$ cat src/fsa_pkg.sv
// Shared types and constants for the sector allocation table block.
// No dependencies; every other file of the block but fsa_ram imports this package.
`timescale 1ns / 1ps

package fsa_pkg;

  localparam int unsigned ENTRY_W  = 12;
  localparam int unsigned SECTOR_W = 11;
  localparam int unsigned OP_W     = 3;
  // Wide enough to compare any sector, counter or table size up to 4096.
  localparam int unsigned CMP_W    = 13;

  localparam int unsigned TABLE_ENTRIES_DEF = 2048;

  localparam logic [CMP_W-1:0]    SYSTEM_SECTORS = 13'd14;
  localparam logic [ENTRY_W-1:0]  RESERVED_MARK  = 12'hDDD;
  localparam logic [SECTOR_W-1:0] TOTAL_RESET    = 11'd1440;

  // Configuration port: byte address width and word index of each register.
  localparam int unsigned APB_ADDR_W = 3;
  localparam int unsigned APB_DATA_W = 32;
  localparam logic [APB_ADDR_W-3:0] REG_TOTAL_SECTORS = 1'b0;

  typedef enum logic [OP_W-1:0] {
    OP_FORMAT = 3'd0,
    OP_READ   = 3'd1,
    OP_WRITE  = 3'd2,
    OP_FIND   = 3'd3,
    OP_LINK   = 3'd4
  } op_e;

  typedef struct packed {
    logic [OP_W-1:0]     op;
    logic [SECTOR_W-1:0] sector;
    logic [ENTRY_W-1:0]  value;
  } cmd_t;

  typedef struct packed {
    logic [ENTRY_W-1:0]  entry_value;
    logic [SECTOR_W-1:0] found_sector;
    logic                table_full;
  } res_t;

endpackage

$ cat src/fsa_cfg.sv
// Configuration register file: holds the disk sector count behind an APB-style port.
// Depends on fsa_pkg.
`timescale 1ns / 1ps

module fsa_cfg import fsa_pkg::*; (
  input  logic                  clk_i,
  input  logic                  rst_ni,
  input  logic                  psel_i,
  input  logic                  penable_i,
  input  logic                  pwrite_i,
  input  logic [APB_ADDR_W-1:0] paddr_i,
  input  logic [APB_DATA_W-1:0] pwdata_i,
  output logic [APB_DATA_W-1:0] prdata_o,
  output logic                  pready_o,
  output logic [SECTOR_W-1:0]   total_sectors_o
);

  logic [SECTOR_W-1:0] total_q, total_d;
  logic                sel_total;

  assign sel_total = (paddr_i[APB_ADDR_W-1:2] == REG_TOTAL_SECTORS);
  assign pready_o  = 1'b1;

  always_comb begin
    total_d = total_q;
    if (psel_i && penable_i && pwrite_i && sel_total) begin
      total_d = pwdata_i[SECTOR_W-1:0];
    end
  end

  always_ff @(posedge clk_i or negedge rst_ni) begin
    if (!rst_ni) begin
      total_q <= TOTAL_RESET;
    end else begin
      total_q <= total_d;
    end
  end

  assign prdata_o        = sel_total ? APB_DATA_W'(total_q) : '0;
  assign total_sectors_o = total_q;

endmodule

$ cat config.mk
export PLATFORM = sky130hd
export DESIGN_NAME = fsa_cfg
export DESIGN_NICKNAME = d
export VERILOG_FILES = /design/src/fsa_pkg.sv /design/src/fsa_cfg.sv
export SDC_FILE = /design/constraint.sdc
export NUM_CORES = 1
export LEC_CHECK = 0
export BUFFER_PORTS_ARGS = -buffer_cell sky130_fd_sc_hd__buf_2
export CORE_UTILIZATION = 33
export DETAILED_ROUTE_END_ITERATION = 7
export PLACE_DENSITY_LB_ADDON = 0.25
export SETUP_SLACK_MARGIN = 0.15
export SLEW_MARGIN = 25
export SYNTH_ARGS = -nofsm -noshare
export SYNTH_HDL_FRONTEND = slang
export SYNTH_SLANG_ARGS = --single-unit
$ cat constraint.sdc
create_clock -name clk_i -period 1.05 [get_ports clk_i]
set_clock_uncertainty 0.2 [all_clocks]
set_input_delay 0.0525 -clock clk_i [delete_from_list [all_inputs] [get_ports clk_i]]
set_output_delay 0.0525 -clock clk_i [all_outputs]
set_load 0.1 [all_outputs]
# After elaboration in Yosys (flattened, before gate mapping)
# Cells that the tools add are included.
# Widths: inputs -> output; s select.
word_totals:
  elab_cells: 6
  out_inout_bits: 44
  reg_bits: 11
  inputBits: 40
classes:
  muxes: 1
  bitwise: 1
  reduce_logical: 3
op_table:
  columns: ["op", "n"]
  rows:
  - ["$mux 11", 1]
  - ["$logic_and 1x1->1", 3]
  - ["$not 1->1", 1]

# Logic depth before layout (Yosys ltp)
# Gate-level depths: netlist (run 1).
logic_depth:
  depth_word: 3
  mapped_depth: 3
  depth_no_buf: 2

# Worst setup path after synthesis (run 1)
# Ideal clock, no wire load.
synth_timing:
  path_kind: "register -> output"
  startpoint: "reg total_q[0] (netlist: total_sectors_o[0])"
  endpoint: "out prdata_o[0]"
  t_required_ps: 797
  path_stages_with_launch: 2
  t_arrival_ps: 2362
  path_slack_ps: -1564
  n_path_buf: 0
  path_cell_list: "dfrtp_1 > nor2b_1"
synth_between:
  elab_chain_cells: 1
synth_lines:
  columns: ["item", "line_no", "source"]
  rows:
  - ["start: declaration", "fsa_cfg.sv:18", "logic [SECTOR_W-1:0] total_q, total_d;"]
  - ["start signal: assignment", "fsa_cfg.sv:35", "total_q <= total_d;"]
  - ["$mux 11", "fsa_cfg.sv:39", "assign prdata_o = sel_total ? APB_DATA_W'(total_q) : '0;"]
  - ["end: declaration", "fsa_cfg.sv:13", "output logic [APB_DATA_W-1:0] prdata_o,"]
# Every way passes these cells.

# Worst setup path after layout (run 1)
layout_timing:
  startpoint: "reg total_q[5] (netlist: total_sectors_o[5])"
  endpoint: "out prdata_o[5]"
# The elaborated chain is that of the path after synthesis.

==> results of run 1 <==
-- timing repair --
action | 4_1_cts | 5_1_grt
gates resized for setup | 11 | 3
buffers inserted | 4 | 3
hold endpoints to repair | 22 | 15
endpoints found under the setup margin | 33 | 33
-- final timing paths --
path | start | to | slack, ns | depth (start not counted)
min in group asynchronous | rst_ni | total_sectors_o[1] | -0.02 | 2
hold / removal | pwdata_i[9] | total_sectors_o[9] | -0.19 | 2
max in group asynchronous | rst_ni | total_sectors_o[5] | 0.40 | 2
setup / recovery | total_sectors_o[5] | prdata_o[5] | -0.43 | 2
setup reg to reg | total_sectors_o[5] | total_sectors_o[5] | -0.27 | 4
hold reg to reg | total_sectors_o[3] | total_sectors_o[3] | 0.39 | 1
-- worst max-delay path, cell delays in order, from the launching register on --
cell and delay [ns]:
dfstp_4 0.62, nor2b_4 0.16, buf_12 0.18
-- Yosys cell counts --
cell type,instances
dfstp_2,4
buf_4,22
nor2b_1,10
mux2_4,10
mux2_2,1
dfrtp_1,7
conb_1,2
clkbuf_1,1
and2b_1,1
buf_6,1
nand4b_4,1
-- power by group through the flow --
| stage | Clock, W | Sequential [W] | Combinational [W] |
|---|---|---|---|
| floorplan | 0 | 0.00139 | 0.00112 |
| global placement | 0 | 0.000677 | 0.00265 |
| detailed placement | 0 | 0.000687 | 0.00268 |
| CTS | 0.000310 | 0.000686 | 0.00280 |
| global route | 0.000325 | 0.000707 | 0.00291 |
| finish | 0.000286 | 0.000690 | 0.00285 |
-- cell type report --
cell class | count | area (µm²) | area share
clock buffer | 3 | 22.5 | 0.0146
clock inverter | 1 | 5.00 | 0.00325
multi-input combinational | 45 | 419 | 0.272
sequential | 11 | 322 | 0.209
tap | 27 | 33.8 | 0.0219
timing repair buffer | 58 | 738 | 0.479
-- layer usage --
metal	wire [µm]	part of all wire	global-route usage
met4	22	0.012	0.0882
met5	0	0	0
met3	114	0.061	0.0436
met1	690	0.37	0.184
met2	1030	0.56	0.319
-- cells in the final DEF (no fill, tap or decap) --
cell,n
and2b_4,1
nand4b_4,1
conb_1,22
dlygate4sd3_1,1
buf_2,16
nor2b_4,10
buf_4,4
buf_6,14
clkinv_2,1
dfrtp_4,7
clkbuf_4,3
dfstp_4,4
buf_12,23
mux2_4,11
-- logic make-up after synthesis --
family        count (synthesis)
simple gates                 12
other cells                   2
mux                          11
buf+inv                      24
flops                        11
-- through the flow --
step           total power [W]  worst slack, ns  utilization  TNS [ns]  hold slack [ns]
5_1_grt                0.00395           -0.463        0.769     -8.81           -0.203
6_report               0.00383           -0.426        0.769     -7.81           -0.192
2_1_floorplan          0.00251           -0.566            -     -6.77           -0.443
4_1_cts                0.00380           -0.444        0.753     -7.88           -0.205
3_3_place_gp           0.00333           -0.122        0.698     -1.41           -0.265
3_5_place_dp           0.00337           -0.131        0.698     -1.58           -0.261
==> flow_metrics.py, run 1 <==
metrics = {
    "status": {
        "run_status": "finished, violations left",
        "violations": "negative hold slack, negative setup slack",
    },
    "power": {
        "power.density_mw_per_mm2": 2480,
        "p_seq_frac": 0.180,
        "power_frac_clock": 0.075,
        "ir_drop_v": 0.00143,
        "power.switching_w": 0.00200,
        "power.internal_w": 0.00183,
        "p_leak_nw": 0.779,
        "swShare": 0.522,
        "combPwrFrac": 0.745,
    },
    "run": {
        "cap_violations": 0,
    },
    "grt": {
        "antenna_found_initial": 0,
        "overflow": 0,
        "grtUsageTotal": 0.175,
        "grt_pass1_wl_um": 3020,
        "grt_max_degree": 12,
        "first_global_vias": 605,
    },
    "floorplan": {
        "die_y_um": 48.8,
        "dieWidth_um": 48.8,
        "die_area_mm2": 0.00238,
        "initial_core_util": 0.361,
        "fp.coreArea_mm2": 0.00200,
        "ioPinCount": 84,
        "rows": 16,
    },
    "sta": {
        "max_freq_ghz": 0.677,
        "fin_crit_sh": 1.41,
        "fin_hold_ws_ns": -0.192,
        "drv_slew": 0,
        "hold_violations": 18,
        "min_period_ns": 1.48,
        "setup_viol": 32,
        "rsz0062_at_grt": "true",
        "finalWorstSetupSlack_ns": -0.426,
    },
    "cts": {
        "holdBufCountCts": 1,
        "insertion_delay_ns": 0.27,
        "clk_path_buf_depth": 2,
        "clockRootBuffer": "clkbuf_4",
        "cts.sinks": 11,
        "h-tree-depth": 1,
        "tritoncts": "done",
        "cts_buffers": 3,
        "path_clk_slew_ns": 0.08,
    },
    "layout": {
        "n_fill_cell": 132,
        "final_area_mm2": 0.00154,
        "finalNonFillerCells": 145,
        "largest_register_ffs": 11,
        "area_growth_pct": 113,
        "diodes": 0,
        "final_nets": 159,
        "layout-drive-gt1-share": 0.805,
    },
    "place": {
        "dp_cells": 133,
        "io_buffers": 38,
        "place_hpwl_um": 1450,
        "placed_area_mm2": 0.00140,
        "routabilityCongestion": 0.632,
    },
    "synth": {
        "synth_cells": 60,
        "netlist.area_leader.share": 0.242,
        "synth_top_area_cell": "dfrtp_1",
        "synthTopCellsByArea": "dfrtp_1 24%, buf_4 23%, mux2_4 21%",
        "synthSimpleGateAreaFrac": 0.130,
        "synth.area.mux_share": 0.223,
        "synth_area_per_cell_um2": 12.1,
        "seq_area_frac_synth": 0.388,
        "synth_compound_area_frac": 0,
        "yosys.area_share.xor_xnor": 0,
        "synth-adder-area-share": 0,
        "synth_cell_type_count": 11,
        "synth_top_family_by_area": "buffers and inverters",
        "syn_area_um2": 723,
        "yosys_warnings": 0,
        "synth_seq_cells": 11,
    },
    "worst_setup_path": {
        "crit_type": "flop to primary output",
        "endpoint_kind": "primary output",
        "critPathLaunchType": "flop",
        "required_ns": 0.80,
        "arrival_ns": 1.22,
        "critPathMaxFanout": 2,
    },
    "route": {
        "drc": 0,
        "ant_nets": 0,
        "vias": 572,
        "drt_iter0_markers": 4,
        "via_per_inst": 3.94,
        "wire_per_inst_um": 12.8,
        "dr.pass1.iters": 2,
        "wirelength_um": 1860,
    },
    "min_path": {
        "hold_path_class": "input pin to flop",
    },
}
(Power assumes the default switching activity.)
==> run 2: changes to the inputs <==
--- a/config.mk
+++ b/config.mk
@@ -14,3 +14,4 @@
 export SYNTH_ARGS = -nofsm -noshare
 export SYNTH_HDL_FRONTEND = slang
 export SYNTH_SLANG_ARGS = --single-unit
+export TNS_END_PERCENT = 5
==> run 2 against run 1 <==
  * The flow still finishes with violations (negative hold slack, negative setup slack)
  * Hold slack better by 0.00090 ns
  * Utilization down 8.4 points
  * Worst setup slack gained 0.0016 ns
  * Via count decreased by 7.2%
  * Global-route usage shrank 2.5 points
  * Non-clock buffer count shrank 13
  * Combinational power fell by 9.8%
  * Total power decreased by 7.4%
  * Fmax increased by 0.11%
  * Register-to-register slack improved by 0.19 ns
  * First-iteration DRC count shrank 75%
  * Flip-flop and latch count is the same
  * Critical path type unchanged
==> flow_metrics.py, run 2 (synthesis results as in run 1) <==
metrics = {
    "floorplan": {
        "die_area_mm2": 0.00238,
        "fp.coreArea_mm2": 0.00200,
        "die_y_um": 48.8,
        "initial_core_util": 0.361,
        "ioPinCount": 84,
        "dieWidth_um": 48.8,
        "rows": 16,
    },
    "route": {
        "dr.pass1.iters": 3,
        "drt_iter0_markers": 1,
        "ant_nets": 0,
        "wire_per_inst_um": 12.1,
        "vias": 531,
        "wirelength_um": 1600,
        "via_per_inst": 4.02,
        "drc": 0,
    },
    "worst_setup_path": {
        "critPathMaxFanout": 2,
        "required_ns": 0.80,
        "endpoint_kind": "primary output",
        "crit_type": "flop to primary output",
        "r2r_setup_slack_ns": -0.08,
        "critPathLaunchType": "flop",
        "timing.rr.start": "total_sectors_o[10]",
        "arrival_ns": 1.22,
        "cp-startpoint": "total_sectors_o[7]",
    },
    "cts": {
        "h-tree-depth": 1,
        "clockRootBuffer": "clkbuf_4",
        "cts.sinks": 11,
        "holdBufCountCts": 1,
        "clk_path_buf_depth": 2,
        "insertion_delay_ns": 0.27,
        "cts_buffers": 3,
        "cts_setup_buffers": 0,
        "tritoncts": "done",
        "path_clk_slew_ns": 0.07,
    },
    "sta": {
        "fin_crit_sh": 1.40,
        "setup_viol": 25,
        "rsz0062_at_grt": "true",
        "finalWorstSetupSlack_ns": -0.424,
        "hold_violations": 18,
        "min_period_ns": 1.47,
        "drv_slew": 0,
        "max_freq_ghz": 0.678,
        "fin_hold_ws_ns": -0.191,
    },
    "min_path": {
        "hold_path_class": "input pin to flop",
        "hold_start": "pwdata_i[3]",
    },
    "grt": {
        "grtUsageTotal": 0.150,
        "grt_pass1_wl_um": 2550,
        "overflow": 0,
        "first_global_vias": 513,
        "antenna_found_initial": 0,
        "grt_max_degree": 12,
    },
    "layout": {
        "diodes": 0,
        "layout-drive-gt1-share": 0.771,
        "regArea_um2": 300,
        "multi_input_area_um2": 415,
        "area_growth_pct": 89.6,
        "largest_register_ffs": 11,
        "layout_common_cells": "23 x buf_12, 22 x conb_1, 16 x buf_2",
        "n_fill_cell": 154,
        "final_area_mm2": 0.00137,
        "final_common_cell": "buf_12",
        "final_nets": 146,
        "finalNonFillerCells": 132,
    },
    "place": {
        "placed_area_mm2": 0.00133,
        "dp_cells": 127,
        "io_buffers": 38,
        "routabilityCongestion": 0.602,
        "place_hpwl_um": 1280,
    },
    "run": {
        "cap_violations": 0,
    },
    "status": {
        "run_status": "finished, violations left",
        "violations": "negative hold slack, negative setup slack",
    },
    "power": {
        "ir_drop_v": 0.00153,
        "power.density_mw_per_mm2": 2580,
        "p_leak_nw": 0.692,
    },
}
## run 2: report_power, final
group	leakage, nW	total, W	switching [W]	internal [W]
registers	0.120	0.000673	0.000102	0.000571
logic	0.557	0.00257	0.00169	0.000883
clock network	0.0150	0.000298	0.000150	0.000147
total	0.692	0.00354	0.00194	0.00160
## run 2: critical path: stages, from the launching register on
cell,delay [ns]
dfstp_4,0.61
nor2b_4,0.16
buf_12,0.18
## run 2: final timing paths
kind,endpoint,cells after the start
hold reg to reg,total_sectors_o[6],1
setup / recovery,prdata_o[7],2
hold / removal,total_sectors_o[3],2
min in group asynchronous,total_sectors_o[2],2
setup reg to reg,total_sectors_o[10],2
max in group asynchronous,total_sectors_o[8],2
## run 2: repair_timing
action	4_1_cts	5_1_grt
gates resized for setup	2	0
setup endpoints to repair	33	33
endpoints found under the hold margin	22	18
## run 2: cell type report
cell class / instances / share of cell area
repair buffers: 45 / 0.434
flip-flops and latches: 11 / 0.219
well taps: 27 / 0.0246
clock buffers: 4 / 0.0192
multi-input cells: 45 / 0.303
## run 2: per-stage QoR
stage / utilization / setup slack [ns] / setup TNS (ns) / total power (W)
floorplan: - / -0.566 / -7.87 / 0.00246
global placement: 0.663 / -0.118 / -1.24 / 0.00322
detailed placement: 0.663 / -0.133 / -1.38 / 0.00325
CTS: 0.685 / -0.436 / -5.64 / 0.00357
global route: 0.685 / -0.467 / -6.34 / 0.00365
finish: 0.685 / -0.424 / -5.39 / 0.00354
## run 2: per-layer routing
metal	up-vias	routed length, µm	track usage
met5	-	0	0
met4	0	42	0.103
met3	5	129	0.0405
met2	39	816	0.245
met1	251	612	0.168
li1	236	-	-
==> run 3: changes to the inputs <==
--- a/config.mk
+++ b/config.mk
@@ -6,9 +6,10 @@
 export NUM_CORES = 1
 export LEC_CHECK = 0
 export BUFFER_PORTS_ARGS = -buffer_cell sky130_fd_sc_hd__buf_2
+export CORE_MARGIN = 2
 export CORE_UTILIZATION = 33
 export DETAILED_ROUTE_END_ITERATION = 7
-export PLACE_DENSITY_LB_ADDON = 0.25
+export PLACE_DENSITY = 0.8
 export SETUP_SLACK_MARGIN = 0.15
 export SLEW_MARGIN = 25
 export SYNTH_ARGS = -nofsm -noshare
==> run 3 against run 2 <==
  * The flow still finishes with violations (negative hold slack, negative setup slack)
  * Global-route usage fell by 0.48 points
  * First-iteration DRC count rose to 7.0 times the previous value
  * Flip-flop and latch count did not move
  * Clock power fell by 4%
  * Combinational power barely moved
  * Non-clock buffer count fell by 1
  * Critical endpoint is now prdata_o[5]
  * Sequential power rose by 2%
  * Final cell count fell by 0.76%
  * Critical path depth did not move
  * Via count fell by 2.8%
  * Total power rose by 0.36%
==> flow_metrics.py, run 3 (synthesis results as in run 1) <==
metrics = {
    "worst_setup_path": {
        "rr_endpoint": "total_sectors_o[7]",
        "cp-startpoint": "total_sectors_o[5]",
        "crit_type": "flop to primary output",
        "reg2reg_depth": 2,
        "path_cells": "nor2b_4, buf_12",
        "critPathLaunchType": "flop",
        "required_ns": 0.80,
        "critPathMaxFanout": 2,
        "path_buf_inv": 1,
        "timing.rr.start": "total_sectors_o[7]",
        "endpoint_kind": "primary output",
        "cp_top_family": "flip-flops",
        "cp_slowest_cell": "dfstp_4",
        "endpoint": "prdata_o[5]",
        "cp.depth": 2,
        "slowest_delay_ns": 0.62,
        "r2r_setup_slack_ns": -0.09,
        "arrival_ns": 1.23,
    },
    "power": {
        "power.internal_w": 0.00161,
        "p_seq_frac": 0.193,
        "p_leak_nw": 0.688,
        "power.switching_w": 0.00194,
        "swShare": 0.547,
        "ir_drop_v": 0.00134,
        "power_frac_clock": 0.081,
        "power.density_mw_per_mm2": 2610,
        "combPwrFrac": 0.726,
    },
    "min_path": {
        "holdPathStages": 2,
        "hold_path_class": "input pin to flop",
    },
    "sta": {
        "rsz0062_at_grt": "true",
        "fin_crit_sh": 1.41,
        "fin_hold_ws_ns": -0.187,
        "min_period_ns": 1.48,
        "hold_violations": 11,
        "setup-tns-final_ns": -5.33,
        "finalWorstSetupSlack_ns": -0.430,
        "setup_viol": 25,
        "max_freq_ghz": 0.676,
        "drv_slew": 0,
    },
    "route": {
        "drt_iter0_markers": 7,
        "wire_per_inst_um": 13.3,
        "drc": 0,
        "vias": 516,
        "dr.pass1.iters": 3,
        "via_per_inst": 3.94,
        "wirelength_um": 1740,
        "ant_nets": 0,
    },
    "floorplan": {
        "die_area_mm2": 0.00258,
        "fp.coreArea_mm2": 0.00202,
        "dieWidth_um": 50.8,
        "rows": 16,
        "initial_core_util": 0.358,
        "ioPinCount": 84,
        "die_y_um": 50.8,
    },
    "layout": {
        "area_growth_pct": 87.9,
        "n_fill_cell": 146,
        "layout-drive-gt1-share": 0.769,
        "diodes": 0,
        "layout_common_cells": "22 x conb_1, 22 x buf_12, 16 x buf_2",
        "largest_register_ffs": 11,
        "final_nets": 145,
    },
    "status": {
        "run_status": "finished, violations left",
        "violations": "negative hold slack, negative setup slack",
    },
    "grt": {
        "overflow": 0,
        "grt_max_degree": 12,
        "first_global_vias": 530,
        "antenna_found_initial": 0,
        "grt_pass1_wl_um": 2690,
        "grtUsageTotal": 0.145,
    },
    "cts": {
        "holdBufCountCts": 1,
        "cts_buffers": 3,
        "cts.sinks": 11,
        "path_clk_slew_ns": 0.07,
        "tritoncts": "done",
        "insertion_delay_ns": 0.27,
        "h-tree-depth": 1,
        "clockRootBuffer": "clkbuf_4",
        "cts_setup_buffers": 0,
        "clk_path_buf_depth": 2,
    },
    "place": {
        "place_hpwl_um": 1400,
        "routabilityCongestion": 0.618,
        "io_buffers": 38,
    },
    "run": {
        "cap_violations": 0,
    },
}
==> run 3: cell types whose count changed in the layout (fill, tap and decap cells not counted), sizes merged <==
cell,before,now
buf,44,43
==> run 3: worst min path at each step <==
stage	startpoint	end	slack, ns
2_1_floorplan	rst_ni	total_sectors_o[0]	-0.44
4_1_cts	pwdata_i[3]	total_sectors_o[3]	-0.19
5_1_grt	pwdata_i[8]	total_sectors_o[8]	-0.19
3_3_place_gp	rst_ni	total_sectors_o[1]	-0.28
6_report	pwdata_i[3]	total_sectors_o[3]	-0.19
3_5_place_dp	rst_ni	total_sectors_o[9]	-0.27
==> run 3: layout make-up <==
class	count	area (µm²)	area share
clock buffers	4	26.3	0.0193
well taps	27	33.8	0.0249
multi-input cells	45	419	0.308
flip-flops and latches	11	300	0.221
repair buffers	44	579	0.426
==> run 3: per-layer routing <==
metal | share of wire | wire length (µm) | GRT usage | up-vias
met3 | 0.089 | 155 | 0.0468 | 4
li1 | - | - | - | 233
met1 | 0.43 | 746 | 0.180 | 240
met5 | 0 | 0 | 0 | -
met4 | 0.012 | 21 | 0.0541 | 0
met2 | 0.47 | 812 | 0.235 | 39
==> run 3: per-stage QoR <==
step,area (µm²),util,worst slack [ns],instances,total power [W]
global placement,1310,0.647,-0.145,126,0.00321
detailed placement,1310,0.647,-0.182,126,0.00325
global route,1360,0.672,-0.459,131,0.00365
finish,1360,0.672,-0.430,131,0.00355
floorplan,896,-,-0.566,80,0.00246
CTS,1360,0.672,-0.445,131,0.00358
==> run 3: worst register-to-register path, delay by kind of cell (launching register included) <==
kind / cells / cell delay [ns]
DFF: 1 / 0.47
muxes: 1 / 0.26
buffers and inverters: 1 / 0.14
==> run 3: repair_timing <==
item	CTS	global route
gates resized for setup	4	0
hold endpoints to repair	22	11
endpoints found under the setup margin	33	33
==> run 3: power groups by stage <==
stage	Sequential, W	Clock, W	Combinational, W
after global routing	0.000702	0.000316	0.00263
after CTS	0.000690	0.000301	0.00259
after floorplan	0.00135	0	0.00111
final	0.000687	0.000286	0.00258
after detailed placement	0.000689	0	0.00257
after global placement	0.000678	0	0.00253
